## src/hdl/cs_pkg.sv

```systemverilog
package cs_pkg;

	typedef enum logic [2:0] {
		MODE_CODE  = 3'd0,
		MODE_SLASH = 3'd1,
		MODE_LINE  = 3'd2,
		MODE_BLOCK = 3'd3,
		MODE_STAR  = 3'd4,
		MODE_STR   = 3'd5,
		MODE_ESC   = 3'd6
	} mode_t;

	localparam logic CMD_TEXT = 1'b0;
	localparam logic CMD_END  = 1'b1;

	localparam logic [7:0] CH_CR    = 8'h0D;
	localparam logic [7:0] CH_LF    = 8'h0A;
	localparam logic [7:0] CH_SLASH = 8'h2F;
	localparam logic [7:0] CH_STAR  = 8'h2A;
	localparam logic [7:0] CH_QUOTE = 8'h22;
	localparam logic [7:0] CH_BSL   = 8'h5C;

	// one buffered output word
	typedef struct packed {
		logic [7:0] out_byte;
		logic       last;
	} ent_t;

	// words produced by one input item
	typedef struct packed {
		logic [1:0] n;
		logic [7:0] b0;
		logic [7:0] b1;
		mode_t      next_mode;
	} res_t;

endpackage

```

## src/hdl/cs_in_if.sv

```systemverilog
interface cs_in_if;
	logic       valid;
	logic       ready;
	logic       cmd;
	logic [7:0] in_byte;

	modport source (output valid, output cmd, output in_byte, input ready);
	modport sink (input valid, input cmd, input in_byte, output ready);
endinterface

```

## src/hdl/cs_out_if.sv

```systemverilog
interface cs_out_if;
	logic       valid;
	logic       ready;
	logic [7:0] out_byte;
	logic       last;

	modport source (output valid, output out_byte, output last, input ready);
	modport sink (input valid, input out_byte, input last, output ready);
endinterface

```

## src/hdl/c_comment_stripper.sv

```systemverilog
// c comment stripper
// text: sink channel of input words, cmd selects a text byte or end of stream;
//   an end word flushes a held slash and returns the parser to code mode
// stripped: source channel of output words, out_byte with last marking the
//   final word caused by one input word
// an accepted word lands in an input register, is decoded against the mode
// register and moves into a two-word result buffer once its words fit there
// throughput: one input word per cycle while stripped.ready stays high and
//   each yields at most one word; a word that yields two (a released slash
//   plus the byte) waits while the buffer already holds a word
// ready on text depends only on registered state, never on stripped.ready
// when the receiver stalls the result buffer fills, then the input register
// holds its word and text.ready drops
// reset clears the mode to code and empties the input register and buffer
module c_comment_stripper (
	input  logic  clk,
	input  logic  arst_n,
	cs_in_if.sink text,
	cs_out_if.source stripped
);

	logic          valid_s1;
	logic          cmd_s1;
	logic [7:0]    byte_s1;
	cs_pkg::mode_t mode_q;
	cs_pkg::res_t  res;
	logic [1:0]    room;
	logic          go;

	cs_parse u_parse (
		.mode    (mode_q),
		.cmd     (cmd_s1),
		.in_byte (byte_s1),
		.res     (res)
	);

	cs_obuf u_obuf (
		.clk    (clk),
		.arst_n (arst_n),
		.push   (go),
		.res    (res),
		.room   (room),
		.out    (stripped)
	);

	assign go         = valid_s1 && (res.n <= room);
	assign text.ready = !valid_s1 || go;

	always_ff @(posedge clk or negedge arst_n) begin
		if (!arst_n) begin
			valid_s1 <= 1'b0;
			mode_q   <= cs_pkg::MODE_CODE;
		end else begin
			if (text.ready) begin
				valid_s1 <= text.valid;
			end
			if (go) begin
				mode_q <= res.next_mode;
			end
		end
	end

	always_ff @(posedge clk) begin
		if (text.valid && text.ready) begin
			cmd_s1  <= text.cmd;
			byte_s1 <= text.in_byte;
		end
	end

	a_end_to_code: assert property (@(posedge clk) disable iff (!arst_n)
		go && cmd_s1 == cs_pkg::CMD_END |=> mode_q == cs_pkg::MODE_CODE)
		else $error("end word left parser out of code mode");

	a_hold_s1: assert property (@(posedge clk) disable iff (!arst_n)
		valid_s1 && !go |=> valid_s1 && $stable(byte_s1) && $stable(cmd_s1))
		else $error("stalled input word lost");

	a_mode_hold: assert property (@(posedge clk) disable iff (!arst_n)
		!go |=> $stable(mode_q)) else $error("mode changed without a word");

endmodule

```

## src/hdl/cs_parse.sv

```systemverilog
module cs_parse (
	input  cs_pkg::mode_t mode,
	input  logic          cmd,
	input  logic [7:0]    in_byte,
	output cs_pkg::res_t  res
);

	cs_pkg::mode_t m;
	cs_pkg::mode_t nm;
	logic          rel;
	logic          pass;
	logic          eol;

	always_comb begin
		m    = (mode > cs_pkg::MODE_ESC) ? cs_pkg::MODE_CODE : mode;
		rel  = 1'b0;
		pass = 1'b0;
		eol  = (in_byte == cs_pkg::CH_CR) || (in_byte == cs_pkg::CH_LF);
		res  = '0;
		res.b0 = cs_pkg::CH_SLASH;
		res.b1 = in_byte;
		nm   = cs_pkg::MODE_CODE;

		if (cmd == cs_pkg::CMD_END) begin
			res.n = (m == cs_pkg::MODE_SLASH) ? 2'd1 : 2'd0;
		end else begin
			// held slash with no comment following
			if (m == cs_pkg::MODE_SLASH && in_byte != cs_pkg::CH_SLASH &&
					in_byte != cs_pkg::CH_STAR) begin
				rel = 1'b1;
				m   = cs_pkg::MODE_CODE;
			end
			nm = m;
			if (eol) begin
				pass = 1'b1;
				case (m)
					cs_pkg::MODE_LINE: nm = cs_pkg::MODE_CODE;
					cs_pkg::MODE_STAR: nm = cs_pkg::MODE_BLOCK;
					cs_pkg::MODE_ESC:  nm = cs_pkg::MODE_STR;
					default:           nm = m;
				endcase
			end else begin
				case (m)
					cs_pkg::MODE_LINE: nm = m;
					cs_pkg::MODE_BLOCK, cs_pkg::MODE_STAR: begin
						if (in_byte == cs_pkg::CH_STAR) begin
							nm = cs_pkg::MODE_STAR;
						end else if (in_byte == cs_pkg::CH_SLASH && m == cs_pkg::MODE_STAR) begin
							nm = cs_pkg::MODE_CODE;
						end else begin
							nm = cs_pkg::MODE_BLOCK;
						end
					end
					cs_pkg::MODE_ESC: begin
						pass = 1'b1;
						nm   = cs_pkg::MODE_STR;
					end
					cs_pkg::MODE_STR: begin
						pass = 1'b1;
						if (in_byte == cs_pkg::CH_QUOTE) begin
							nm = cs_pkg::MODE_CODE;
						end else if (in_byte == cs_pkg::CH_BSL) begin
							nm = cs_pkg::MODE_ESC;
						end
					end
					cs_pkg::MODE_SLASH: begin
						nm = (in_byte == cs_pkg::CH_SLASH) ? cs_pkg::MODE_LINE :
							cs_pkg::MODE_BLOCK;
					end
					default: begin
						if (in_byte == cs_pkg::CH_SLASH) begin
							nm = cs_pkg::MODE_SLASH;
						end else begin
							pass = 1'b1;
							if (in_byte == cs_pkg::CH_QUOTE) begin
								nm = cs_pkg::MODE_STR;
							end
						end
					end
				endcase
			end
			if (rel) begin
				res.n = pass ? 2'd2 : 2'd1;
			end else begin
				res.n  = pass ? 2'd1 : 2'd0;
				res.b0 = in_byte;
			end
		end
		res.next_mode = nm;
	end

endmodule

```

## src/hdl/cs_obuf.sv

```systemverilog
module cs_obuf (
	input  logic             clk,
	input  logic             arst_n,
	input  logic             push,
	input  cs_pkg::res_t     res,
	output logic [1:0]       room,
	cs_out_if.source         out
);

	logic [1:0]   cnt_q;
	cs_pkg::ent_t e0_q;
	cs_pkg::ent_t e1_q;
	logic         pop;
	logic [1:0]   cnt_rem;
	logic [1:0]   cnt_n;
	cs_pkg::ent_t first;
	cs_pkg::ent_t new0;
	cs_pkg::ent_t new1;
	cs_pkg::ent_t e0_n;
	cs_pkg::ent_t e1_n;

	assign pop          = (cnt_q != 2'd0) && out.ready;
	assign room         = 2'd2 - cnt_q;
	assign out.valid    = (cnt_q != 2'd0);
	assign out.out_byte = e0_q.out_byte;
	assign out.last     = e0_q.last;

	always_comb begin
		cnt_rem = cnt_q - {1'b0, pop};
		first   = pop ? e1_q : e0_q;
		new0    = '{out_byte: res.b0, last: (res.n == 2'd1)};
		new1    = '{out_byte: res.b1, last: 1'b1};
		cnt_n   = cnt_rem + (push ? res.n : 2'd0);
		e0_n    = first;
		e1_n    = e1_q;
		case (cnt_rem)
			2'd0: begin
				e0_n = new0;
				e1_n = new1;
			end
			2'd1: begin
				e0_n = first;
				e1_n = new0;
			end
			default: begin
				e0_n = e0_q;
				e1_n = e1_q;
			end
		endcase
	end

	always_ff @(posedge clk or negedge arst_n) begin
		if (!arst_n) begin
			cnt_q <= 2'd0;
		end else begin
			cnt_q <= cnt_n;
		end
	end

	always_ff @(posedge clk) begin
		e0_q <= e0_n;
		e1_q <= e1_n;
	end

	a_cnt_range: assert property (@(posedge clk) disable iff (!arst_n)
		cnt_q != 2'd3) else $error("result buffer overfilled");

	a_push_fits: assert property (@(posedge clk) disable iff (!arst_n)
		push |-> ({1'b0, res.n} + {1'b0, cnt_q} <= 3'd2)) else $error("push without room");

	a_pair_kept: assert property (@(posedge clk) disable iff (!arst_n)
		cnt_q == 2'd0 && push && res.n == 2'd2 |=> cnt_q == 2'd2 && !e0_q.last && e1_q.last)
		else $error("word pair not buffered");

endmodule

```

## src/flat_wrapper.sv

```systemverilog
// flat-port wrapper written by rule: the top's interface ports become plain ports
module c_comment_stripper_flat 
  (clk, arst_n, text_valid, text_cmd, text_in_byte, text_ready, stripped_valid, stripped_out_byte, stripped_last, stripped_ready);
  cs_in_if text_i ();
  cs_out_if stripped_i ();
  input  logic clk;
  input  logic arst_n;
  input wire logic [$bits(text_i.valid)-1:0] text_valid;
  input wire logic [$bits(text_i.cmd)-1:0] text_cmd;
  input wire logic [$bits(text_i.in_byte)-1:0] text_in_byte;
  output wire logic [$bits(text_i.ready)-1:0] text_ready;
  output wire logic [$bits(stripped_i.valid)-1:0] stripped_valid;
  output wire logic [$bits(stripped_i.out_byte)-1:0] stripped_out_byte;
  output wire logic [$bits(stripped_i.last)-1:0] stripped_last;
  input wire logic [$bits(stripped_i.ready)-1:0] stripped_ready;
  assign text_i.valid = text_valid;
  assign text_i.cmd = text_cmd;
  assign text_i.in_byte = text_in_byte;
  assign text_ready = text_i.ready;
  assign stripped_valid = stripped_i.valid;
  assign stripped_out_byte = stripped_i.out_byte;
  assign stripped_last = stripped_i.last;
  assign stripped_i.ready = stripped_ready;
  c_comment_stripper u_core (.clk(clk), .arst_n(arst_n), .text(text_i), .stripped(stripped_i));
endmodule
```

## config.mk

```make
export PLATFORM = sky130hd
export DESIGN_NAME = c_comment_stripper_flat
export DESIGN_NICKNAME = d
export VERILOG_FILES = /design/src/hdl/cs_pkg.sv /design/src/hdl/cs_in_if.sv /design/src/hdl/cs_out_if.sv /design/src/hdl/c_comment_stripper.sv /design/src/hdl/cs_parse.sv /design/src/hdl/cs_obuf.sv /design/src/flat_wrapper.sv
export SDC_FILE = /design/constraint.sdc
export NUM_CORES = 1
export LEC_CHECK = 0
export ABC_CLOCK_PERIOD_IN_PS = 3000
export BUFFER_PORTS_ARGS = -buffer_cell sky130_fd_sc_hd__buf_2
export CAP_MARGIN = 25
export CELL_PAD_IN_SITES_DETAIL_PLACEMENT = 0
export CELL_PAD_IN_SITES_GLOBAL_PLACEMENT = 1
export CORE_UTILIZATION = 40
export DETAILED_ROUTE_END_ITERATION = 8
export PLACE_DENSITY_LB_ADDON = 0.1
export SYNTH_ARGS = -nofsm -noshare
export SYNTH_HDL_FRONTEND = slang
export SYNTH_SLANG_ARGS = --single-unit
```

## constraint.sdc

```tcl
create_clock -name clk -period 3 [get_ports clk]
set_input_delay 0.15 -clock clk [delete_from_list [all_inputs] [get_ports clk]]
set_output_delay 0.15 -clock clk [all_outputs]
set_load 0.05 [all_outputs]
```

# Yosys cells after proc, flatten, opt, wreduce, memory -nomap -nowiden
# Cells that the tools add are included.
# word_totals
in_bits,13
regBits,33
out_inout_bits,11
wordCells,79
# classes
order_cmp,2
eq_ne,18
reduce_logical,16
addsub,3
mux,31
# ops
operator,count
case mux 9 bit (2 select lines),2
two-way mux 3 bit,10
equality test 8 x 6 -> 1 bit (second input constant),3
equality test 8 x 4 -> 1 bit (second input constant),2
two-way mux 8 bit,2
!= test 8 x 6 -> 1 bit (second input constant),2
case mux 3 bit (5 select lines),1
two-way mux 2 bit,5
equality test 3 bit (second input constant),3
two-way mux 9 bit,1
case mux 3 bit (3 select lines),1
equality test 8 x 7 -> 1 bit (second input constant),1
two-way mux 1 bit,8
equality test 3 x 1 -> 1 bit (second input constant),2
equality test 3 x 2 -> 1 bit (second input constant),2
logical AND 1 bit,6
equality test 2 x 1 -> 1 bit (second input constant),2
nonzero test 2 bit,2
OR reduction 2 bit,2
OR reduction 4 bit,1
> comparator 3 bit (second input constant),1
adder 2 bit,1
<= comparator 2 bit,1
zero test 2 bit,1
7 further kinds,8

# Logic depth before layout (Yosys ltp)
# logic_depth
depth_word,19
ltp_mapped,17

# Modules after synthesis
# A second synthesis with hierarchy kept.
# hier_totals
cells_unflattened,178
area_unflattened_um2,2165.8
# by_module_without_submodules
mod,n_inst,cells_each,area_each_um2
cs_obuf,1,60,996.0
cs_parse,1,90,656.9
c_comment_stripper,1,28,513.0

# Worst setup path before layout
# OpenSTA, ideal clock, no wires.
# synth_timing
path_type,register to register
from,register u_core.byte_s1[4]
to,"register u_core.byte_s1[0], enable pin"
arrival_time_ns,3.241
required_time_ns,2.662
n_path_buf,1
setup_slack_ns,-0.579
path_stages_with_launch,16
period_less_slack_ns,3.579
setup_ns,0.338
path_cell_list,edfxtp_1 -> nor3_4 -> and3_1 -> buf_4 -> nand3_1 -> a21oi_1 -> o31ai_1 -> ha_1 -> nor2b_1 -> a31oi_1 -> ha_1 -> nor2b_1 -> o21ai_0 -> inv_1 -> nand2_1 -> and2_1
# synth_via
elab_chain_len,17
# synth_lines
item,line,rtl
start: declaration,c_comment_stripper.sv:24,logic [7:0] byte_s1;
start signal: assignment,c_comment_stripper.sv:66,byte_s1 <= text.in_byte;
!= test 8 x 6 -> 1 bit,cs_parse.sv:28,if (m == cs_pkg::MODE_SLASH && in_byte != cs_pkg::CH_SLASH &&
logical AND 1 bit (2 in series),cs_parse.sv:28,
two-way mux 3 bit,cs_parse.sv:28,
two-way mux 3 bit,cs_parse.sv:24,if (cmd == cs_pkg::CMD_END) begin
equality test 3 bit (tied with other cells),cs_parse.sv:43,case (m)
OR reduction 4 bit (no source line) / OR reduction 2 bit (equally long branches),--,
case mux 1 bit (2 select lines),cs_parse.sv:43,
two-way mux 1 bit,cs_parse.sv:34,if (eol) begin
two-way mux 1 bit,cs_parse.sv:24,
two-way mux 1 bit / two-way mux 2 bit (equally long branches),"cs_parse.sv:85, cs_parse.sv:83",
two-way mux 2 bit (*),cs_parse.sv:82,if (rel) begin
two-way mux 2 bit (*),cs_parse.sv:24,
<= comparator 2 bit (*),c_comment_stripper.sv:46,assign go = valid_s1 && (res.n <= room);
logical AND 1 bit (*),c_comment_stripper.sv:46,
logical OR 1 bit (*),c_comment_stripper.sv:47,assign text.ready = !valid_s1 || go;
net text_ready,flat_wrapper.sv:11,output wire logic [$bits(text_i.ready)-1:0] text_ready;
logical AND 1 bit (*),c_comment_stripper.sv:64,if (text.valid && text.ready) begin
# The timed path passes the listed nets; every way through them passes the cells marked *. The select of a mux whose other input is x is not followed.
# A chain may end at the register's enable or synchronous reset.

# Final worst setup path
# layout_timing
from,register u_core.byte_s1[6]
to,register u_core.u_obuf.cnt_q[1]
# layout_via
elab_chain_len,17
# layout_lines
item,line,rtl
!= test 8 x 6 -> 1 bit,cs_parse.sv:28,
logical AND 1 bit (2 in series),cs_parse.sv:28,
two-way mux 3 bit,cs_parse.sv:28,
two-way mux 3 bit,cs_parse.sv:24,
equality test 3 bit (tied with other cells),cs_parse.sv:43,
OR reduction 4 bit (no source line) / OR reduction 2 bit (equally long branches),--,
case mux 1 bit (2 select lines),cs_parse.sv:43,
two-way mux 1 bit,cs_parse.sv:34,
two-way mux 1 bit,cs_parse.sv:24,
two-way mux 1 bit / two-way mux 2 bit (equally long branches),"cs_parse.sv:85, cs_parse.sv:83",
two-way mux 2 bit (*),cs_parse.sv:82,
two-way mux 2 bit (*),cs_parse.sv:24,
<= comparator 2 bit,c_comment_stripper.sv:46,
logical AND 1 bit,c_comment_stripper.sv:46,
two-way mux 2 bit (*),cs_obuf.sv:33,cnt_n = cnt_rem + (push ? res.n : 2'd0);
adder 2 bit (*),cs_obuf.sv:33,
net u_core.u_obuf.cnt_n[1],cs_obuf.sv:15,logic [1:0] cnt_n;
end signal: assignment,cs_obuf.sv:56,cnt_q <= cnt_n;
end: declaration,cs_obuf.sv:10,logic [1:0] cnt_q;
# Marked as above.

==> metrics.txt <==
worst r2r dst u_core.u_obuf.cnt_q[1]; Synth Register Bits 33; post-route ant nets 0; dpl cells 272; worst reg2reg path startpoint u_core.byte_s1[6]; commonest non-fill, non-tap cells in the layout buf_4 (27), edfxtp_1 (27), buf_2 (22); Synthesized Nets 197; Initial Util 41.47%; CTS H-tree lvls 2; max_slew headroom 53.62%; Filler Cell Count 389; prevailing post-synth register cell edfxtp_1; Num CTS Buffers 5; layout cells sized above 1 30.43%; fin util 53.94%; leading area contributor after synthesis edfxtp_1; Setup WS post-layout 0.03549 ns; status complete, no violations; Global Route Usage Sum 18.39%; number of global-route vias before repair 1498; Mapped Area 1805 sq um; Clock Tree Buf Depth 2; Routed wire per std cell 14.42 um; clock sinks 33; f_max 0.3373 GHz; Root Buffer clkbuf_8; Setup crit end u_core.u_obuf.cnt_q[1]; asr flop ratio synth 18.18%; WL final 4067 um; synthesized area per cell 10.14 sq um; kind of critical path reg -> reg; worst setup path start u_core.byte_s1[6]; die height 69.19 um; Die Wd 69.19 um; setup TNS 0 ns; setup slack at placement -0.02561 ns; Placer Congestion 0.8457; sequential area share after synthesis 53.22%; reg-to-reg slack, setup 0.04 ns; Worst Skew 0.006092 ns; PortBufs 23; CTS clock-pin slew for the worst setup and hold paths 0.07 ns; final hold slack 0.04523 ns; Max Cap Viol 0; static leakage 0.9622 nW; initial antenna violation count 0; 1st-iter DRT viols 121; slew of the pin with the lowest slew margin 0.6931 ns; Tmin final 2.965 ns; Vias/cell 5.383; hold path cells 1; Yosys Warn Count 0; critical path fanouts, max 6; area post-placement 2210 sq um; Die Area 4787 sq um; DP Wirelength 3167 um; crit start category flop; top-area cell type share of the netlist area 44.91%; Max Transition Viols Final 0; Data required, critical path 3.17 ns; Unique masters post-synth 40; Final Hold Vio Count 0; Worst Setup End Kind flop; Pre-antenna DRT Iters 4; pwr dens 1141 nW/um^2; row cnt 24; fin crit share 98.82%; Design Area, Final 2349 sq um; Layout Nets 248; Worst Path Arrival 3.13 ns; Hold Crit Class in -> reg; worst r2r path cells 16; Mapped Cells 178; first-pass GRT wire length 6969 um; worst ir drop on vdd 383.5 uV; antenna fix cells 0; largest net degree at the start of global routing 12; RSZ-0062 raised after global routing true; global route overflow 0; CTS tree done; num ports 24; Power Total 2.680 mW; Area growth syn-to-layout 30.08%; worst skew pair latency 0.28 ns; # setup viols final 0; top post-synthesis cells by area edfxtp_1 (45%), dfrtp_1 (8.3%), nor2_1 (4.4%), ha_1 (4.2%), nand2_1 (3.7%); Core ar. 4354 sq um; routed vias 1518; filler-free cell count of the finished design 282; DRC 0; Post-synth EDFFs 27
power by group:
group          switching, mW  leakage (nW)  total, mW  internal, mW
Sequential             0.105         0.333      0.897         0.793
Clock                  0.156        0.0528      0.401         0.245
Combinational          0.892         0.577       1.38         0.490
Total                   1.15         0.962       2.68          1.53
area by class of cell:
type,count,area (sq um),area share (%)
flip-flops and latches,33,960.9,40.92
clock inverters,2,33.78,1.438
well taps,52,65.06,2.770
repair buffers,51,337.8,14.38
multi-input cells,129,844.6,35.96
inverters,9,33.78,1.438
clock buffers,6,72.57,3.090
per-layer routing:
metal,global-route usage [%],vias up,routed length [um],share of wire [%]
li1,-,745,-,-
met1,22.56,711,1822,45
met2,31.72,55,2024,50
met3,4.506,7,175,4.3
met4,5.896,0,44,1.1
met5,0,-,0,0
registers in the layout (all words and copies together), names as in the netlist:
register	count
u_core.byte_s1	8
u_core.cmd_s1	1
u_core.mode_q	3
u_core.u_obuf.cnt_q	2
u_core.u_obuf.e1_q	9
u_core.u_obuf.out.last	1
u_core.u_obuf.out.out_byte	8
u_core.valid_s1	1
critical path, cell delays in order, from the launching register on:
cell and delay [ns]:
edfxtp_1 0.42, nor3_4 0.23, and3_4 0.22, nand3_2 0.09, a21oi_2 0.13, o31ai_1 0.09, ha_1 0.30, nor2b_4 0.13
a31oi_4 0.19, ha_4 0.23, nand2_1 0.08, o21ai_2 0.08, nand2_2 0.13, nor2_1 0.06, ha_2 0.17, xor2_1 0.16
xnor2_1 0.15
how the worst min path moves through the flow:
stage / startpoint / to / slack [ns]
after floorplan: arst_n / u_core.mode_q[0] / -0.15
after global placement: arst_n / u_core.mode_q[1] / -0.02
after detailed placement: arst_n / u_core.mode_q[0] / -0.01
after CTS: text_in_byte[5] / u_core.byte_s1[5] / 0.04
after global routing: text_in_byte[0] / u_core.byte_s1[0] / 0.03
final: text_in_byte[5] / u_core.byte_s1[5] / 0.05
Yosys cell counts (2+ instances only):
master,number
a41oi_1,3
buf_2,3
edfxtp_1,27
and3_1,2
clkbuf_1,3
xor2_1,2
nor2_1,21
inv_1,9
xnor2_1,3
o31ai_1,3
nand2_1,18
o21ai_0,9
a21oi_1,9
ha_1,6
nor2b_1,5
dfrtp_1,6
and2_1,6
nand2b_1,6
a31oi_1,4
nor3_1,4
nand3_1,10
logic make-up (layout without fill, tap and decap cells):
family                     Yosys count  count (layout)  synth area share (%)
DFF                                 33              33                 53.22
AOI/OAI and AO/OA                   39              39                 14.28
and+or+nand+nor                     79              79                 22.18
adders and majority gates            6               6                 4.158
xor gates and xnor gates             5               5                 2.426
buffers and inverters               16              68                 3.742
what timing repair did:
action	4_1_cts	5_1_grt
hold buffers	1	0
buffers inserted	1	0
gates resized for setup	2	2
endpoints found under the setup margin	2	5
endpoints found under the hold margin	6	0
pin swaps	1	0
Note: power is estimated with default switching activity, not from simulation.
